==> src/hdl/mrbrt_pkg.sv <==
// Shared types and constants of the multi-reader buffer release tracker.
// No dependencies; imported by every module of the block.
`timescale 1ns / 1ps
`default_nettype none

package mrbrt_pkg;

    localparam int NUM_BUFFERS_DEF = 4;
    localparam int NUM_READERS_DEF = 8;

    localparam int KIND_W     = 3;
    localparam int READER_W   = 3;
    localparam int BIDX_W     = 32;
    localparam int SEQ_W      = 64;
    localparam int TIME_W     = 32;
    localparam int TIMEOUT_W  = 16;
    localparam int GBUF_W     = 2;
    localparam int OMASK_W    = 8;
    localparam int CFG_IDX_W  = 8;
    localparam int CFG_DATA_W = 16;

    localparam logic [TIMEOUT_W-1:0] TIMEOUT_RESET = 16'd1000;

    localparam logic [CFG_IDX_W-1:0] CFG_ACK_TIMEOUT = 8'd0;
    localparam logic [CFG_IDX_W-1:0] CFG_FEED_ACTIVE = 8'd1;

    typedef enum logic [KIND_W-1:0] {
        K_ATTACH  = 3'd0,
        K_REMOVE  = 3'd1,
        K_PUBLISH = 3'd2,
        K_ACK     = 3'd3,
        K_TICK    = 3'd4
    } t_kind;

    typedef enum logic [1:0] {
        S_IDLE,
        S_STEP,
        S_DONE
    } t_state;

    // Sequencer to buffer pool
    typedef struct packed {
        logic              load;
        logic              step;
        logic [KIND_W-1:0] kind;
    } t_ctl;

    // Result fields as seen on the ports
    typedef struct packed {
        logic               ok;
        logic [GBUF_W-1:0]  granted_buffer;
        logic [SEQ_W-1:0]   granted_sequence;
        logic [OMASK_W-1:0] evicted_readers;
        logic [OMASK_W-1:0] active_readers;
    } t_res;

endpackage

`default_nettype wire

==> src/hdl/mrbrt_seq.sv <==
// Sequencer of the release tracker: accepts an item and walks the buffer index.
// Depends on mrbrt_pkg.
`timescale 1ns / 1ps
`default_nettype none

module mrbrt_seq
    import mrbrt_pkg::*;
#(
    parameter int NUM_BUFFERS = NUM_BUFFERS_DEF,
    localparam int IDX_W = (NUM_BUFFERS > 1) ? $clog2(NUM_BUFFERS) : 1
) (
    input  wire logic              i_clk,
    input  wire logic              i_rst_n,
    input  wire logic              i_start,
    input  wire logic [KIND_W-1:0] i_kind,
    input  wire logic [BIDX_W-1:0] i_buffer_index,
    output logic                   o_busy,
    output logic                   o_done,
    output t_ctl                   o_ctl,
    output logic [IDX_W-1:0]       o_idx
);

    t_state            r_state, n_state;
    logic [KIND_W-1:0] r_kind;
    logic [IDX_W-1:0]  r_idx;
    logic              w_accept;
    logic              w_last;

    assign w_accept = i_start && (r_state == S_IDLE);
    // publish and tick visit every buffer; the rest take a single step
    assign w_last = !((r_kind == K_PUBLISH) || (r_kind == K_TICK))
                    || (r_idx == IDX_W'(NUM_BUFFERS - 1));

    always_comb begin
        n_state = r_state;
        unique case (r_state)
            S_IDLE: begin
                if (w_accept) n_state = S_STEP;
            end
            S_STEP: begin
                if (w_last) n_state = S_DONE;
            end
            S_DONE: begin
                n_state = S_IDLE;
            end
            default: begin
                n_state = S_IDLE;
            end
        endcase
    end

    always_comb begin
        o_busy     = (r_state != S_IDLE);
        o_done     = (r_state == S_DONE);
        o_ctl.load = w_accept;
        o_ctl.step = (r_state == S_STEP);
        o_ctl.kind = r_kind;
        o_idx      = r_idx;
    end

    always_ff @(posedge i_clk) begin
        if (!i_rst_n) begin
            r_state <= S_IDLE;
        end else begin
            r_state <= n_state;
        end
    end

    always_ff @(posedge i_clk) begin
        if (w_accept) begin
            r_kind <= i_kind;
            r_idx  <= (i_kind == K_ACK) ? i_buffer_index[IDX_W-1:0] : '0;
        end else if ((r_state == S_STEP) && !w_last) begin
            r_idx <= r_idx + IDX_W'(1);
        end
    end

endmodule

`default_nettype wire

==> src/hdl/mrbrt_pool.sv <==
// Buffer pool of the release tracker: pending masks, stamps, reader mask and
// the shared age compare, driven one buffer per step. Depends on mrbrt_pkg.
`timescale 1ns / 1ps
`default_nettype none

module mrbrt_pool
    import mrbrt_pkg::*;
#(
    parameter int NUM_BUFFERS = NUM_BUFFERS_DEF,
    parameter int NUM_READERS = NUM_READERS_DEF,
    localparam int IDX_W = (NUM_BUFFERS > 1) ? $clog2(NUM_BUFFERS) : 1
) (
    input  wire logic                 i_clk,
    input  wire logic                 i_rst_n,
    input  wire t_ctl                 i_ctl,
    input  wire logic [IDX_W-1:0]     i_idx,
    input  wire logic [READER_W-1:0]  i_reader,
    input  wire logic [BIDX_W-1:0]    i_buffer_index,
    input  wire logic [SEQ_W-1:0]     i_ack_sequence,
    input  wire logic [TIME_W-1:0]    i_now_ms,
    input  wire logic [TIMEOUT_W-1:0] i_timeout,
    input  wire logic                 i_feed_active,
    output t_res                      o_res
);

    logic [NUM_READERS-1:0] r_pend [NUM_BUFFERS];
    logic [NUM_READERS-1:0] n_pend [NUM_BUFFERS];
    logic [SEQ_W-1:0]       r_seq  [NUM_BUFFERS];
    logic [TIME_W-1:0]      r_time [NUM_BUFFERS];

    logic [NUM_READERS-1:0] r_active, n_active;
    logic [SEQ_W-1:0]       r_cnt, n_cnt;
    logic                   r_ok, n_ok;
    logic [IDX_W-1:0]       r_gbuf, n_gbuf;
    logic [SEQ_W-1:0]       r_gseq, n_gseq;
    logic [NUM_READERS-1:0] r_evict, n_evict;
    logic                   r_found, n_found;

    // item payload held for the walk
    logic [NUM_READERS-1:0] r_rbit;
    logic                   r_ack_ok;
    logic [SEQ_W-1:0]       r_aseq;
    logic [TIME_W-1:0]      r_now;

    logic [NUM_READERS-1:0] w_pend_cur;
    logic [TIME_W-1:0]      w_age;
    logic                   w_expired;
    logic                   w_seq_hit;
    logic [SEQ_W-1:0]       w_seq_next;
    logic                   w_stamp;

    assign w_pend_cur = r_pend[i_idx];
    assign w_age      = r_now - r_time[i_idx];
    assign w_expired  = (w_pend_cur != '0) && (w_age >= TIME_W'(i_timeout));
    assign w_seq_hit  = (r_seq[i_idx] == r_aseq);
    assign w_seq_next = r_cnt + SEQ_W'(1);

    always_comb begin
        for (int b = 0; b < NUM_BUFFERS; b++) begin
            n_pend[b] = r_pend[b];
        end
        n_active = r_active;
        n_cnt    = r_cnt;
        n_ok     = r_ok;
        n_gbuf   = r_gbuf;
        n_gseq   = r_gseq;
        n_evict  = r_evict;
        n_found  = r_found;
        w_stamp  = 1'b0;
        if (i_ctl.load) begin
            n_ok    = 1'b0;
            n_gbuf  = '0;
            n_gseq  = '0;
            n_evict = '0;
            n_found = 1'b0;
        end else if (i_ctl.step) begin
            unique case (i_ctl.kind)
                K_ATTACH: begin
                    n_active = r_active | r_rbit;
                end
                K_REMOVE: begin
                    for (int b = 0; b < NUM_BUFFERS; b++) begin
                        n_pend[b] = r_pend[b] & ~r_rbit;
                    end
                    n_active = r_active & ~r_rbit;
                end
                K_PUBLISH: begin
                    // take the first free buffer met on the walk, skip the rest
                    if (i_feed_active && (r_active != '0) && !r_found
                            && (w_pend_cur == '0)) begin
                        w_stamp        = 1'b1;
                        n_cnt          = w_seq_next;
                        n_pend[i_idx]  = r_active;
                        n_ok           = 1'b1;
                        n_gbuf         = i_idx;
                        n_gseq         = w_seq_next;
                        n_found        = 1'b1;
                    end
                end
                K_ACK: begin
                    if (r_ack_ok && w_seq_hit) begin
                        n_ok          = ((w_pend_cur & r_rbit) != '0);
                        n_pend[i_idx] = w_pend_cur & ~r_rbit;
                    end
                end
                K_TICK: begin
                    // drop the late readers everywhere; later buffers see the drop
                    if (w_expired) begin
                        n_evict = r_evict | w_pend_cur;
                        for (int b = 0; b < NUM_BUFFERS; b++) begin
                            n_pend[b] = r_pend[b] & ~w_pend_cur;
                        end
                        n_active = r_active & ~w_pend_cur;
                    end
                end
                default: begin
                end
            endcase
        end
    end

    always_ff @(posedge i_clk) begin
        if (!i_rst_n) begin
            for (int b = 0; b < NUM_BUFFERS; b++) begin
                r_pend[b] <= '0;
                r_seq[b]  <= '0;
            end
            r_active <= '0;
            r_cnt    <= '0;
        end else begin
            for (int b = 0; b < NUM_BUFFERS; b++) begin
                r_pend[b] <= n_pend[b];
            end
            if (w_stamp) begin
                r_seq[i_idx] <= w_seq_next;
            end
            r_active <= n_active;
            r_cnt    <= n_cnt;
        end
    end

    always_ff @(posedge i_clk) begin
        if (w_stamp) begin
            r_time[i_idx] <= r_now;
        end
    end

    always_ff @(posedge i_clk) begin
        r_ok    <= n_ok;
        r_gbuf  <= n_gbuf;
        r_gseq  <= n_gseq;
        r_evict <= n_evict;
        r_found <= n_found;
        if (i_ctl.load) begin
            r_rbit   <= (32'(i_reader) < 32'(NUM_READERS))
                        ? (NUM_READERS'(1) << i_reader) : '0;
            r_ack_ok <= (32'(i_reader) < 32'(NUM_READERS))
                        && (i_buffer_index < BIDX_W'(NUM_BUFFERS));
            r_aseq   <= i_ack_sequence;
            r_now    <= i_now_ms;
        end
    end

    always_comb begin
        o_res.ok               = r_ok;
        o_res.granted_buffer   = GBUF_W'(r_gbuf);
        o_res.granted_sequence = r_gseq;
        o_res.evicted_readers  = OMASK_W'(r_evict);
        o_res.active_readers   = OMASK_W'(r_active);
    end

endmodule

`default_nettype wire

==> src/hdl/multi_reader_buffer_release_tracker_top.sv <==
// Multi-reader buffer release tracker, top level with configuration registers.
// Depends on mrbrt_pkg, mrbrt_seq and mrbrt_pool.
//
// An item is taken when start is high and busy is low. Attach, remove, acknowledge
// and unknown kinds go from S_STEP straight to S_DONE with their result; publish
// and tick walk the pool one buffer per cycle through the shared age compare and
// reach S_DONE after the last buffer. The result stands on the o_ ports for one
// cycle with o_valid high and cannot be held off by the receiver; busy falls in
// the following cycle. The configuration port is ready only while busy and start
// are both low, so the registers never change under an item in flight.
`timescale 1ns / 1ps
`default_nettype none

module multi_reader_buffer_release_tracker_top
    import mrbrt_pkg::*;
#(
    parameter int NUM_BUFFERS = NUM_BUFFERS_DEF,
    parameter int NUM_READERS = NUM_READERS_DEF
) (
    input  wire logic                  i_clk,
    input  wire logic                  i_rst_n,
    input  wire logic                  start,
    output logic                       busy,
    input  wire logic [KIND_W-1:0]     i_kind,
    input  wire logic [READER_W-1:0]   i_reader,
    input  wire logic [BIDX_W-1:0]     i_buffer_index,
    input  wire logic [SEQ_W-1:0]      i_ack_sequence,
    input  wire logic [TIME_W-1:0]     i_now_ms,
    input  wire logic                  i_cfg_valid,
    output logic                       o_cfg_ready,
    input  wire logic [CFG_IDX_W-1:0]  i_cfg_index,
    input  wire logic [CFG_DATA_W-1:0] i_cfg_data,
    output logic                       o_valid,
    output logic                       o_ok,
    output logic [GBUF_W-1:0]          o_granted_buffer,
    output logic [SEQ_W-1:0]           o_granted_sequence,
    output logic [OMASK_W-1:0]         o_evicted_readers,
    output logic [OMASK_W-1:0]         o_active_readers
);

    localparam int IDX_W = (NUM_BUFFERS > 1) ? $clog2(NUM_BUFFERS) : 1;

    logic [TIMEOUT_W-1:0] r_timeout;
    logic                 r_feed_active;
    t_ctl                 w_ctl;
    logic [IDX_W-1:0]     w_idx;
    logic                 w_done;
    t_res                 w_res;

    // hold register writes off while an item is taken or in flight
    assign o_cfg_ready = !busy && !start;

    always_ff @(posedge i_clk) begin
        if (!i_rst_n) begin
            r_timeout     <= TIMEOUT_RESET;
            r_feed_active <= 1'b0;
        end else if (i_cfg_valid && o_cfg_ready) begin
            unique case (i_cfg_index)
                CFG_ACK_TIMEOUT: r_timeout     <= i_cfg_data[TIMEOUT_W-1:0];
                CFG_FEED_ACTIVE: r_feed_active <= i_cfg_data[0];
                default: begin
                end
            endcase
        end
    end

    mrbrt_seq #(
        .NUM_BUFFERS (NUM_BUFFERS)
    ) u_seq (
        .i_clk          (i_clk),
        .i_rst_n        (i_rst_n),
        .i_start        (start),
        .i_kind         (i_kind),
        .i_buffer_index (i_buffer_index),
        .o_busy         (busy),
        .o_done         (w_done),
        .o_ctl          (w_ctl),
        .o_idx          (w_idx)
    );

    mrbrt_pool #(
        .NUM_BUFFERS (NUM_BUFFERS),
        .NUM_READERS (NUM_READERS)
    ) u_pool (
        .i_clk          (i_clk),
        .i_rst_n        (i_rst_n),
        .i_ctl          (w_ctl),
        .i_idx          (w_idx),
        .i_reader       (i_reader),
        .i_buffer_index (i_buffer_index),
        .i_ack_sequence (i_ack_sequence),
        .i_now_ms       (i_now_ms),
        .i_timeout      (r_timeout),
        .i_feed_active  (r_feed_active),
        .o_res          (w_res)
    );

    assign o_valid            = w_done;
    assign o_ok               = w_res.ok;
    assign o_granted_buffer   = w_res.granted_buffer;
    assign o_granted_sequence = w_res.granted_sequence;
    assign o_evicted_readers  = w_res.evicted_readers;
    assign o_active_readers   = w_res.active_readers;

endmodule

`default_nettype wire

==> config.mk <==
export PLATFORM = sky130hd
export DESIGN_NAME = multi_reader_buffer_release_tracker_top
export DESIGN_NICKNAME = d
export VERILOG_FILES = /design/src/hdl/mrbrt_pkg.sv /design/src/hdl/mrbrt_seq.sv /design/src/hdl/mrbrt_pool.sv /design/src/hdl/multi_reader_buffer_release_tracker_top.sv
export SDC_FILE = /design/constraint.sdc
export NUM_CORES = 1
export LEC_CHECK = 0
export BUFFER_PORTS_ARGS = -buffer_cell sky130_fd_sc_hd__buf_4
export CORE_UTILIZATION = 45
export DETAILED_ROUTE_END_ITERATION = 16
export PLACE_DENSITY = 0.61
export SYNTH_ARGS = -nofsm -noshare
export SYNTH_HDL_FRONTEND = slang
export SYNTH_SLANG_ARGS = --single-unit
==> constraint.sdc <==
create_clock -name i_clk -period 10.16 [get_ports i_clk]
set_input_delay 2.032 -clock i_clk [delete_from_list [all_inputs] [get_ports i_clk]]
set_output_delay 2.032 -clock i_clk [all_outputs]
set_load 0.01 [all_outputs]
==> run summary <==
worst hold margin = 0.457 ns
Area Overhead vs Synth = 16.8%
cell taking the most area after synthesis = edfxtp_1
wire length per cell = 23.5 microns
crit path DAT = 6.76 ns
Core Area = 0.0673 sq mm
routed vias = 20,800
Worst Hold End = u_pool.r_gseq[62]$_SDFFE_PP0P_
H-tree Lvls = 3
Post-Layout Cell Count = 3,651
RSZ-0062 raised after global routing = no
global-route wire length before repair = 130 mm
CTS tree = built
Worst Max-Slew Pin Slew = 1.24 ns
post-CTS sizing = 0
Cell Rows = 95
Iteration-0 DRC Markers = 1,496
vias in the first global route = 21,400
Worst-path clk slew = 0.06 ns
count leader, synth = edfxtp_1
Lkg Pwr = 13.4 nW
final setup TNS = 0 ns
number of diodes = 0
peak supply drop = 138 uV
Post-route DRC = 0
Synth top area share = 48.4%
Util after Layout = 53.2%
Post-DP HPWL = 57.9 mm
post-DR vias/cell = 5.70
number of port buffers = 247
DRT Wirelength = 85.8 mm
CP Capture Type = register
Clock Sinks = 695
cell area after synthesis = 0.0306 sq mm
Initial DRT Pass Iterations = 6
Final nets = 2,934
Post-DP Area = 0.0333 sq mm
status = complete, no violations
count of pins over their slew limit = 0
Setup CP Type = register to register
Mapped Cells = 2,484
Post-synth top cells = 494 x edfxtp_1, 355 x nor2_1, 201 x dfxtp_1
Worst-Skew Late Latency = 0.61 ns
pin count of the biggest net entering global routing = 78
routability cong. = 0.902
CTS Buf Count = 75
final setup vio count = 0
yosys warns = 0
hold buffer count at cts = 0
min-delay src = u_pool.r_gseq[62]$_SDFFE_PP0P_
Avg Synthesized Cell Area = 12.3 sq um
Ports = 248
PwrDens = 193 mW/mm^2
Synth Flop Type = edfxtp_1
Starting Density = 45.5%
Overflow after GRT = 0
Yosys reg bits = 695
r2r endpoint = u_pool.r_pend[0][5]$_SDFFE_PN0P_
post-route cell area = 0.0358 sq mm
# Max-Cap Violations = 0
die footprint = 0.0691 sq mm
fmax = 159 MHz
largest cells by area after synthesis = edfxtp_1 48%, dfxtp_1 13%, mux4_2 5.6%
Setup Buffers After CTS = 0
initial antenna violation count = 0
Slew HR = 17.1%
EDFF count, synth = 494
final hold violations = 0
share of cells above drive strength 1 = 18.1%
post-route ant nets = 0
post-synthesis cell type count = 81
Hold Crit Class = register to register
maximum fanout along the worst path = 35
pre-CTS setup slack = 3.91 ns
Reg2Reg Setup Slack = 3.89 ns
Bufs on Longest Clock Path = 3
Net Count, Synth = 2,701
Pwr Total = 6.91 mW
Die H = 263 microns
Final min period = 6.27 ns
placed cells = 3,513
final worst-path cycle share = 61.7%
Async S/R FF share, synth = 0%
Worst Skew = 0.0221 ns
Die Width = 263 microns
Reg2Reg Depth = 21
Global Route Usage Sum = 24.8%
Critical Path RT = 10.65 ns
Worst setup SP type = register
fin worst setup slack = 3.89 ns
CTS root buf = clkbuf_16
register area share after synthesis = 61.6%
Hold Path Stages = 2
## state kept, by name, summed over array words and instances (netlist names), 16 cells and up, named ones only
signal and count:
u_pool.r_cnt 64, r_timeout 16, u_pool.r_gseq 64, u_pool.r_seq 256, u_pool.r_now 32, u_pool.r_pend 32
u_pool.r_aseq 64, u_pool.r_time 128
## how the worst max path moves through the flow
stage,to,slack (ns),cells past startpoint
6_report,u_pool.r_pend[0][5]$_SDFFE_PN0P_,3.89,21
2_1_floorplan,u_pool.r_seq[3][0]$_DFFE_PP_,2.16,10
3_5_place_dp,u_pool.r_pend[0][5]$_SDFFE_PN0P_,3.91,21
3_3_place_gp,u_pool.r_pend[0][3]$_SDFFE_PN0P_,4.01,21
5_1_grt,u_pool.r_active[4]$_SDFFE_PN0P_,3.55,20
4_1_cts,u_pool.r_pend[0][5]$_SDFFE_PN0P_,3.89,21
## layer usage
metal	global-route usage [%]	part of all wire, %
met5	0	0
met3	3.44	4.4
met2	44.0	52
met4	8.69	3.4
met1	30.8	41
## power breakdown
| part | total, mW | switching, mW | internal, mW |
|---|---|---|---|
| logic | 0.966 | 0.574 | 0.392 |
| clock network | 2.75 | 1.13 | 1.62 |
| registers | 3.19 | 0.0685 | 3.12 |
| total | 6.91 | 1.78 | 5.13 |
## cell type report
| class | instances | area, sq um |
|---|---|---|
| fill | 5747 | 31500 |
| sequential | 695 | 18900 |
| multi-input combinational | 1576 | 10900 |
| timing repair buffer | 274 | 2070 |
| clock buffer | 100 | 2060 |
| tap | 873 | 1090 |
| clock inverter | 38 | 417 |
| inverter | 95 | 362 |
## cell families (layout without fill, tap and decap cells)
logic type,count (synthesis),in the layout,synth area share (%)
mux,161,161,8.38
xor+xnor,121,121,3.46
fa+ha+maj,55,55,2.27
simple gates,839,839,12.6
compound gates,400,400,8.72
buf+inv,213,507,3.01
flops,695,695,61.6
## critical path, cell delays in order, from the launching register on
cell	delay, ns
dfxtp_4	0.63
mux4_2	0.60
inv_1	0.07
ha_1	0.22
nor2b_1	0.15
o2111a_1	0.27
o21ai_1	0.31
or3b_2	0.54
xor2_1	0.17
ha_1	0.29
a21oi_1	0.15
nor2b_1	0.06
o21ai_0	0.22
o211ai_1	0.12
a2111oi_0	0.41
o2111ai_1	0.19
nor4bb_1	0.73
a2111oi_4	0.17
nor2_2	0.14
buf_4	0.35
or3_4	0.25
o21ai_1	0.08
## cell usage in the layout (no fill, tap or decap), types with 9 or more instances in the layout
cell | synthesis | routed
a211oi_1 | 10 | 10
a21o_1 | 62 | 62
a21oi_1 | 57 | 57
a22o_1 | 10 | 10
a31oi_1 | 11 | 11
and2_1 | 13 | 13
and3_1 | 19 | 19
buf_4 | 12 | 273
clkbuf_1 | 71 | 18
clkbuf_16 | 0 | 77
clkinv_1 | 1 | 10
clkinv_2 | 0 | 9
dfxtp_1 | 201 | 199
edfxtp_1 | 494 | 494
ha_1 | 54 | 54
inv_1 | 92 | 91
mux2i_1 | 83 | 83
mux4_2 | 76 | 76
nand2_1 | 185 | 180
nand2b_1 | 15 | 15
nand3_1 | 84 | 84
nand4_1 | 32 | 32
nor2_1 | 355 | 351
nor2b_1 | 11 | 11
nor3_1 | 41 | 41
nor4_1 | 23 | 23
o211ai_1 | 12 | 12
o21ai_0 | 108 | 108
o21ai_1 | 14 | 14
o221ai_1 | 13 | 13
o22ai_1 | 13 | 13
o311ai_1 | 29 | 29
or2_2 | 10 | 10
xnor2_1 | 59 | 59
xor2_1 | 62 | 62
Power figures use the tool's default switching activity.
